===== src/sv/fbc_pkg.sv =====
// shared types, register map and cipher functions for the feistel block cipher
`timescale 1ns / 1ps

package fbc_pkg;

   localparam int BLOCK_W = 8;
   localparam int NIB_W   = 4;
   localparam int DATA_W  = 32;
   localparam int ADDR_W  = 4;

   typedef logic [BLOCK_W-1:0] block_type;
   typedef logic [NIB_W-1:0]   nibble_type;

   typedef enum logic [1:0] {
      REG_CIPHER_KEY   = 2'd0,
      REG_INIT_VECTOR  = 2'd1,
      REG_CHAIN_MODE   = 2'd2,
      REG_DECRYPT_MODE = 2'd3
   } reg_index_type;

   typedef struct packed {
      block_type cipher_key;
      block_type init_vector;
      logic      chain_mode;
      logic      decrypt_mode;
   } cfg_type;

   localparam nibble_type SBOX [16] = '{
      4'hE, 4'h4, 4'hD, 4'h1, 4'h2, 4'hF, 4'hB, 4'h8,
      4'h3, 4'hA, 4'h6, 4'hC, 4'h5, 4'h9, 4'h0, 4'h7
   };

   function automatic nibble_type round_f(nibble_type half, nibble_type k);
      return SBOX[half ^ k];
   endfunction

   function automatic block_type encrypt_block(block_type blk, block_type key);
      nibble_type l;
      nibble_type r;
      nibble_type t;
      l = blk[7:4];
      r = blk[3:0];
      t = l ^ round_f(r, key[7:4]);
      l = r;
      r = t;
      t = l ^ round_f(r, key[3:0]);
      l = r;
      r = t;
      return {l, r};
   endfunction

   function automatic block_type decrypt_block(block_type blk, block_type key);
      nibble_type l;
      nibble_type r;
      nibble_type t;
      l = blk[7:4];
      r = blk[3:0];
      // undo round two, then round one
      t = r ^ round_f(l, key[3:0]);
      r = l;
      l = t;
      t = r ^ round_f(l, key[7:4]);
      r = l;
      l = t;
      return {l, r};
   endfunction

endpackage


===== src/sv/fbc_stream_if.sv =====
// valid/ready stream interfaces for request blocks and response blocks
`timescale 1ns / 1ps

interface fbc_req_if;
   logic                  valid;
   logic                  ready;
   fbc_pkg::block_type    data_in;
   logic                  first_block;

   modport source (output valid, data_in, first_block, input ready);
   modport sink   (input valid, data_in, first_block, output ready);
endinterface

interface fbc_rsp_if;
   logic                  valid;
   logic                  ready;
   fbc_pkg::block_type    data_out;

   modport source (output valid, data_out, input ready);
   modport sink   (input valid, data_out, output ready);
endinterface


===== src/sv/fbc_csr.sv =====
// apb register file holding key, init vector and mode bits
`timescale 1ns / 1ps

module fbc_csr (
   input  logic                        clock,
   input  logic                        reset,
   input  logic                        psel,
   input  logic                        penable,
   input  logic                        pwrite,
   input  logic [fbc_pkg::ADDR_W-1:0]  paddr,
   input  logic [fbc_pkg::DATA_W-1:0]  pwdata,
   output logic [fbc_pkg::DATA_W-1:0]  prdata,
   output logic                        pready,
   output fbc_pkg::cfg_type            cfg
);
   import fbc_pkg::*;

   cfg_type       cfg_ff;
   cfg_type       cfg_in;
   reg_index_type index;
   logic          wr_en;

   assign index  = reg_index_type'(paddr[3:2]);
   assign wr_en  = psel && penable && pwrite && pready;
   assign pready = 1'b1;
   assign cfg    = cfg_ff;

   always_comb begin
      cfg_in = cfg_ff;
      if (wr_en) begin
         case (index)
            REG_CIPHER_KEY:   cfg_in.cipher_key   = pwdata[BLOCK_W-1:0];
            REG_INIT_VECTOR:  cfg_in.init_vector  = pwdata[BLOCK_W-1:0];
            REG_CHAIN_MODE:   cfg_in.chain_mode   = pwdata[0];
            REG_DECRYPT_MODE: cfg_in.decrypt_mode = pwdata[0];
            default:          cfg_in = cfg_ff;
         endcase
      end
   end

   always_comb begin
      case (index)
         REG_CIPHER_KEY:   prdata = {{(DATA_W-BLOCK_W){1'b0}}, cfg_ff.cipher_key};
         REG_INIT_VECTOR:  prdata = {{(DATA_W-BLOCK_W){1'b0}}, cfg_ff.init_vector};
         REG_CHAIN_MODE:   prdata = {{(DATA_W-1){1'b0}}, cfg_ff.chain_mode};
         REG_DECRYPT_MODE: prdata = {{(DATA_W-1){1'b0}}, cfg_ff.decrypt_mode};
         default:          prdata = '0;
      endcase
   end

   always_ff @(posedge clock) begin
      if (reset) begin
         cfg_ff <= '0;
      end else begin
         cfg_ff <= cfg_in;
      end
   end

endmodule


===== src/sv/fbc_datapath.sv =====
// input register, two-round feistel with ecb/cbc chaining, result register
`timescale 1ns / 1ps

module fbc_datapath (
   input  logic               clock,
   input  logic               reset,
   input  fbc_pkg::cfg_type   cfg,
   fbc_req_if.sink            req,
   fbc_rsp_if.source          rsp
);
   import fbc_pkg::*;

   logic      in_valid_ff;
   logic      in_valid_in;
   block_type in_data_ff;
   logic      in_first_ff;
   logic      out_valid_ff;
   logic      out_valid_in;
   block_type out_data_ff;
   block_type chain_ff;
   block_type chain_in;
   logic      out_free;
   logic      advance;
   logic      req_xfer;
   block_type prev;
   block_type result;

   assign out_free  = !out_valid_ff || rsp.ready;
   assign advance   = in_valid_ff && out_free;
   assign req.ready = !in_valid_ff || out_free;
   assign req_xfer  = req.valid && req.ready;

   assign rsp.valid    = out_valid_ff;
   assign rsp.data_out = out_data_ff;

   always_comb begin
      prev   = in_first_ff ? cfg.init_vector : chain_ff;
      result = '0;
      if (!cfg.chain_mode) begin
         result = cfg.decrypt_mode ? decrypt_block(in_data_ff, cfg.cipher_key)
                                   : encrypt_block(in_data_ff, cfg.cipher_key);
      end else if (cfg.decrypt_mode) begin
         result = decrypt_block(in_data_ff, cfg.cipher_key) ^ prev;
      end else begin
         result = encrypt_block(in_data_ff ^ prev, cfg.cipher_key);
      end
   end

   always_comb begin
      in_valid_in  = req_xfer || (in_valid_ff && !advance);
      out_valid_in = advance || (out_valid_ff && !rsp.ready);
      chain_in     = chain_ff;
      if (advance && cfg.chain_mode) begin
         chain_in = cfg.decrypt_mode ? in_data_ff : result;
      end
   end

   always_ff @(posedge clock) begin
      if (reset) begin
         in_valid_ff  <= 1'b0;
         out_valid_ff <= 1'b0;
         chain_ff     <= '0;
      end else begin
         in_valid_ff  <= in_valid_in;
         out_valid_ff <= out_valid_in;
         chain_ff     <= chain_in;
      end
   end

   always_ff @(posedge clock) begin
      if (req_xfer) begin
         in_data_ff  <= req.data_in;
         in_first_ff <= req.first_block;
      end
      if (advance) begin
         out_data_ff <= result;
      end
   end

   a_accept_loads: assert property (@(posedge clock) disable iff (reset)
      req_xfer |=> in_valid_ff)
      else $error("accepted block not held in input register");

   a_ecb_chain_hold: assert property (@(posedge clock) disable iff (reset)
      (advance && !cfg.chain_mode) |=> $stable(chain_ff))
      else $error("chain register changed in ecb mode");

   a_cbc_enc_chain: assert property (@(posedge clock) disable iff (reset)
      (advance && cfg.chain_mode && !cfg.decrypt_mode) |=> (chain_ff == out_data_ff))
      else $error("cbc encrypt chain differs from ciphertext");

   a_cbc_dec_chain: assert property (@(posedge clock) disable iff (reset)
      (advance && cfg.chain_mode && cfg.decrypt_mode) |=> (chain_ff == $past(in_data_ff)))
      else $error("cbc decrypt chain differs from input block");

   a_out_drop: assert property (@(posedge clock) disable iff (reset)
      $fell(out_valid_ff) |-> $past(rsp.ready))
      else $error("result dropped without transfer");

endmodule


===== src/sv/feistel_block_cipher_ecb_cbc_top.sv =====
// top level: one block in, one block out, two-stage registered feistel datapath
// datapath: an accepted block is held in the input register, ciphered into the result register, and offered from there
// throughput: one block per cycle while the response side is ready, also in cbc mode, set by the single cipher stage
// reset: synchronous active high; clears the config registers, the chain block and both valids
// no clearing pass; blocks are accepted in the cycle after reset is released
`timescale 1ns / 1ps

module feistel_block_cipher_ecb_cbc_top (
   input  logic                        clock,
   input  logic                        reset,
   fbc_req_if.sink                     req,
   fbc_rsp_if.source                   rsp,
   input  logic                        psel,
   input  logic                        penable,
   input  logic                        pwrite,
   input  logic [fbc_pkg::ADDR_W-1:0]  paddr,
   input  logic [fbc_pkg::DATA_W-1:0]  pwdata,
   output logic [fbc_pkg::DATA_W-1:0]  prdata,
   output logic                        pready
);
   import fbc_pkg::*;

   cfg_type cfg;

   fbc_csr u_csr (
      .clock   (clock),
      .reset   (reset),
      .psel    (psel),
      .penable (penable),
      .pwrite  (pwrite),
      .paddr   (paddr),
      .pwdata  (pwdata),
      .prdata  (prdata),
      .pready  (pready),
      .cfg     (cfg)
   );

   fbc_datapath u_datapath (
      .clock (clock),
      .reset (reset),
      .cfg   (cfg),
      .req   (req),
      .rsp   (rsp)
   );

endmodule


===== src/flat_wrapper.sv =====
// flat-port wrapper written by rule: the top's interface ports become plain ports
module feistel_block_cipher_ecb_cbc_top_flat import fbc_pkg::*;
  (clock, reset, psel, penable, pwrite, paddr, pwdata, prdata, pready, req_valid, req_data_in, req_first_block, req_ready, rsp_valid, rsp_data_out, rsp_ready);
  fbc_req_if req_i ();
  fbc_rsp_if rsp_i ();
  input  logic clock;
  input  logic reset;
  input  logic psel;
  input  logic penable;
  input  logic pwrite;
  input  logic [fbc_pkg::ADDR_W-1:0] paddr;
  input  logic [fbc_pkg::DATA_W-1:0] pwdata;
  output logic [fbc_pkg::DATA_W-1:0] prdata;
  output logic pready;
  input wire logic [$bits(req_i.valid)-1:0] req_valid;
  input wire logic [$bits(req_i.data_in)-1:0] req_data_in;
  input wire logic [$bits(req_i.first_block)-1:0] req_first_block;
  output wire logic [$bits(req_i.ready)-1:0] req_ready;
  output wire logic [$bits(rsp_i.valid)-1:0] rsp_valid;
  output wire logic [$bits(rsp_i.data_out)-1:0] rsp_data_out;
  input wire logic [$bits(rsp_i.ready)-1:0] rsp_ready;
  assign req_i.valid = req_valid;
  assign req_i.data_in = req_data_in;
  assign req_i.first_block = req_first_block;
  assign req_ready = req_i.ready;
  assign rsp_valid = rsp_i.valid;
  assign rsp_data_out = rsp_i.data_out;
  assign rsp_i.ready = rsp_ready;
  feistel_block_cipher_ecb_cbc_top u_core (.clock(clock), .reset(reset), .req(req_i), .rsp(rsp_i), .psel(psel), .penable(penable), .pwrite(pwrite), .paddr(paddr), .pwdata(pwdata), .prdata(prdata), .pready(pready));
endmodule

===== config.mk =====
export PLATFORM = sky130hd
export DESIGN_NAME = feistel_block_cipher_ecb_cbc_top_flat
export DESIGN_NICKNAME = d
export VERILOG_FILES = /design/src/sv/fbc_pkg.sv /design/src/sv/fbc_stream_if.sv /design/src/sv/fbc_csr.sv /design/src/sv/fbc_datapath.sv /design/src/sv/feistel_block_cipher_ecb_cbc_top.sv /design/src/flat_wrapper.sv
export SDC_FILE = /design/constraint.sdc
export NUM_CORES = 1
export LEC_CHECK = 0
export BUFFER_PORTS_ARGS = -buffer_cell sky130_fd_sc_hd__buf_2
export CORE_MARGIN = 5
export CORE_UTILIZATION = 40
export CTS_CLUSTER_DIAMETER = 80
export CTS_CLUSTER_SIZE = 10
export DETAILED_ROUTE_END_ITERATION = 10
export MAX_ROUTING_LAYER = met4
export PLACE_DENSITY_LB_ADDON = 0.12
export SKIP_CTS_REPAIR_TIMING = 1
export SYNTH_ARGS = -nofsm -noshare
export SYNTH_HDL_FRONTEND = slang
export SYNTH_SLANG_ARGS = --single-unit

===== constraint.sdc =====
create_clock -name clock -period 4 [get_ports clock]
set_input_delay 0.4 -clock clock [delete_from_list [all_inputs] [get_ports clock]]
set_output_delay 0.4 -clock clock [all_outputs]
set_load 0.02 [all_outputs]

==> impl_metrics.env <==
export IMPL_first_global_vias=2828
export IMPL_syn_avg_cell_area_um2=9.340
export IMPL_power_frac_clock_pct=21.9
export IMPL_maxUsedRoutingLayer="met4"
export IMPL_io_pins=95
export IMPL_worstMarginPinSlew_ps=985.3
export IMPL_clkSlewWorstSetupHoldPaths_ps=90
export IMPL_final_clock_period_utilization_by_the_worst_path_pct=93.72
export IMPL_netlist_top_cells_area="dfxtp_1 14%, edfxtp_1 13%, mux2i_1 12%, xnor2_1 11%, nor2_1 6.0%"
export IMPL_cts_sinks=45
export IMPL_via_per_inst=5.091
export IMPL_average_wire_per_standard_cell_um=15.93
export IMPL_worst_hold_slack_ps=269.2
export IMPL_syn_area_mm2=0.003960
export IMPL_fp_dieArea_mm2=0.01199
export IMPL_filler_cell_count=988
export IMPL_worst_ir_drop_vdd_mv=0.1492
export IMPL_ctsRootBufferMaster="clkbuf_8"
export IMPL_synth_top_cell_by_area="dfxtp_1"
export IMPL_tns_ps=0
export IMPL_antenna_found_initial=0
export IMPL_core_mm2=0.009729
export IMPL_clock_skew_final_ps=12.73
export IMPL_timing_max_cap_violations=0
export IMPL_post_route_worst_setup_slack_ps=251.2
export IMPL_worstPathMaxFanout=9
export IMPL_internal_power_uw=938.1
export IMPL_start_kind="register"
export IMPL_seqCellArea_mm2=0.001071
export IMPL_met2_length_mm=4.412
export IMPL_synth_enable_flop_cells=17
export IMPL_cts_htree_levels=2
export IMPL_detailroute_wirelength_met3_um=552
export IMPL_yosys_cell_count_top_type="nor2_1"
export IMPL_synth_seq_area_share_pct=27.05
export IMPL_diodes_inserted=0
export IMPL_ys_types=67
export IMPL_grt_use_total_pct=16.85
export IMPL_hold_path_class="in2reg"
export IMPL_multi_input_area_mm2=0.002644
export IMPL_combinationalPowerShare_pct=43.0
export IMPL_dpl_hpwl_mm=7.789
export IMPL_die_h_um=109.5
export IMPL_final_nets=536
export IMPL_stdcell_area_mm2=0.004389
export IMPL_timing_fmax_mhz=266.7
export IMPL_pin_count_of_the_biggest_net_entering_global_routing=29
export IMPL_tritoncts="done"
export IMPL_sw_frac_of_total_pct=36.26
export IMPL_max_clock_path_buffers=2
export IMPL_pre_cts_slack_ps=89.46
export IMPL_setup_worst_path_end_class="register"
export IMPL_postSynthCellCount=424
export IMPL_synth_ff_type="dfxtp_1"
export IMPL_drt_met1_wl_mm=4.561
export IMPL_power_frac_seq_pct=35.1
export IMPL_total_switching_power_uw=533.6
export IMPL_synthDominantCellAreaShare_pct=14.15
export IMPL_power_static_leakage_nw=1.805
export IMPL_place_gp_congestion=0.8183
export IMPL_port_buffer_count=43
export IMPL_final_period_minus_worst_setup_slack_ps=3749
export IMPL_area_growth_pct=10.84
export IMPL_effective_utilization_at_floorplan_pct=40.70
export IMPL_floorplan_rows=36
export IMPL_dr_pass1_iters=4
export IMPL_relSlewSlack_pct=34.07
export IMPL_post_dp_cell_area_mm2=0.004260
export IMPL_post_route_drc_count=0
export IMPL_cts_made_buffers=5
export IMPL_layout_drive_gt1_share_pct=21.31
export IMPL_report_final_hold_viol_count=0
export IMPL_synth_yosys_warnings=0
export IMPL_report_final_setup_viol=0
export IMPL_synth_top_cells_by_count="63 x nor2_1, 49 x xnor2_1, 48 x mux2i_1"
export IMPL_critPathArrivalTime_ps=3950
export IMPL_first_pass_grt_wire_length_mm=15.16
export IMPL_antenna_violating_nets_post_route=0
export IMPL_utilization_pct=45.11
export IMPL_synth_seq_cells=45
export IMPL_p_per_area_mw_per_mm2=335.3
export IMPL_via_count=3090
export IMPL_die_width_um=109.5
export IMPL_criticalPathCategory="reg2reg"
export IMPL_number_of_pins_with_negative_max_slew_slack_in_the_final_report=0
export IMPL_outcome="complete, no violations"
export IMPL_drtIter0Drc=168
export IMPL_rsz_0062_raised_after_global_routing="false"
export IMPL_synthArstFlopShare_pct=0
export IMPL_worst_skew_pair_late_latency_ps=300
export IMPL_grt_ovfl_total=0
export IMPL_wl_mm=9.672
export IMPL_critical_path_required_ps=4200
==> worst max-delay path, cell delays in order, from the launching register on <==
cell and delay [ps]:
edfxtp_1 470, xnor2_2 360, inv_4 130, xnor2_4 170
buf_4 180, or4_4 480, o211ai_2 130, xnor2_2 190
ha_1 280, mux2_4 280, mux2i_4 220, xnor2_1 110
or4_1 410, a311oi_1 250
==> power by group through the flow <==
stage	clock network (mW)	logic, mW	registers [mW]
3_3_place_gp	0	0.618	0.529
4_1_cts	0.330	0.632	0.519
5_1_grt	0.349	0.694	0.519
3_5_place_dp	0	0.629	0.530
2_1_floorplan	0	0.490	0.536
6_report	0.322	0.632	0.517
==> metal layers <==
metal | global-route usage, % | vias up
met1 | 22.83 | 1423
li1 | - | 1553
met5 | - | -
met4 | 4.363 | 0
met3 | 2.466 | 12
met2 | 26.46 | 102
==> through the flow <==
stage,instances,power (mW)
finish,607,1.472
global route,607,1.561
CTS,606,1.481
detailed placement,598,1.159
global placement,598,1.147
floorplan,447,1.026
==> registers in the layout, indices dropped and copies added, names as in the netlist <==
signal / cells
u_core.u_datapath.rsp.valid: 1
u_core.u_datapath.in_first_ff: 1
u_core.u_csr.cfg: 18
u_core.u_datapath.in_valid_ff: 1
u_core.u_datapath.in_data_ff: 8
u_core.u_datapath.chain_ff: 8
u_core.u_datapath.rsp.data_out: 8
==> final timing paths <==
kind / depth (start not counted) / start / slack (ps) / end
min: 1 / req_data_in[0] / 270 / u_core.u_datapath.in_data_ff[0]
max reg2reg: 13 / u_core.u_datapath.in_data_ff[1] / 250 / u_core.u_datapath.chain_ff[0]
max: 13 / u_core.u_datapath.in_data_ff[1] / 250 / u_core.u_datapath.chain_ff[0]
min reg2reg: 2 / u_core.u_datapath.chain_ff[4] / 510 / u_core.u_datapath.chain_ff[4]
==> cell families after synthesis <==
| family | count (synthesis) | share of synthesized area (%) |
|---|---|---|
| mux | 59 | 16.78 |
| buf+inv | 55 | 8.752 |
| fa+ha+maj | 11 | 3.475 |
| flops | 45 | 27.05 |
| xor+xnor | 68 | 17.79 |
| compound gates | 63 | 11.82 |
| simple gates | 121 | 14.15 |
| other cells | 2 | 0.1896 |
==> placed cells by master (no fill, tap or decap), types with 11 or more instances in the layout <==
cell / instances
nor2_1: 63
mux2i_1: 48
xnor2_1: 47
buf_2: 43
dfxtp_1: 28
conb_1: 25
buf_4: 18
nand2_1: 17
edfxtp_1: 17
ha_1: 11
==> area by class of cell <==
| cell class | count | share of cell area (%) |
|---|---|---|
| sequential | 45 | 24.40 |
| clock buffer | 7 | 2.223 |
| tap | 133 | 3.791 |
| multi-input combinational | 347 | 60.23 |
| inverter | 13 | 1.169 |
| clock inverter | 1 | 0.1995 |
| timing repair buffer | 61 | 7.982 |
Power figures use the tool's default switching activity.
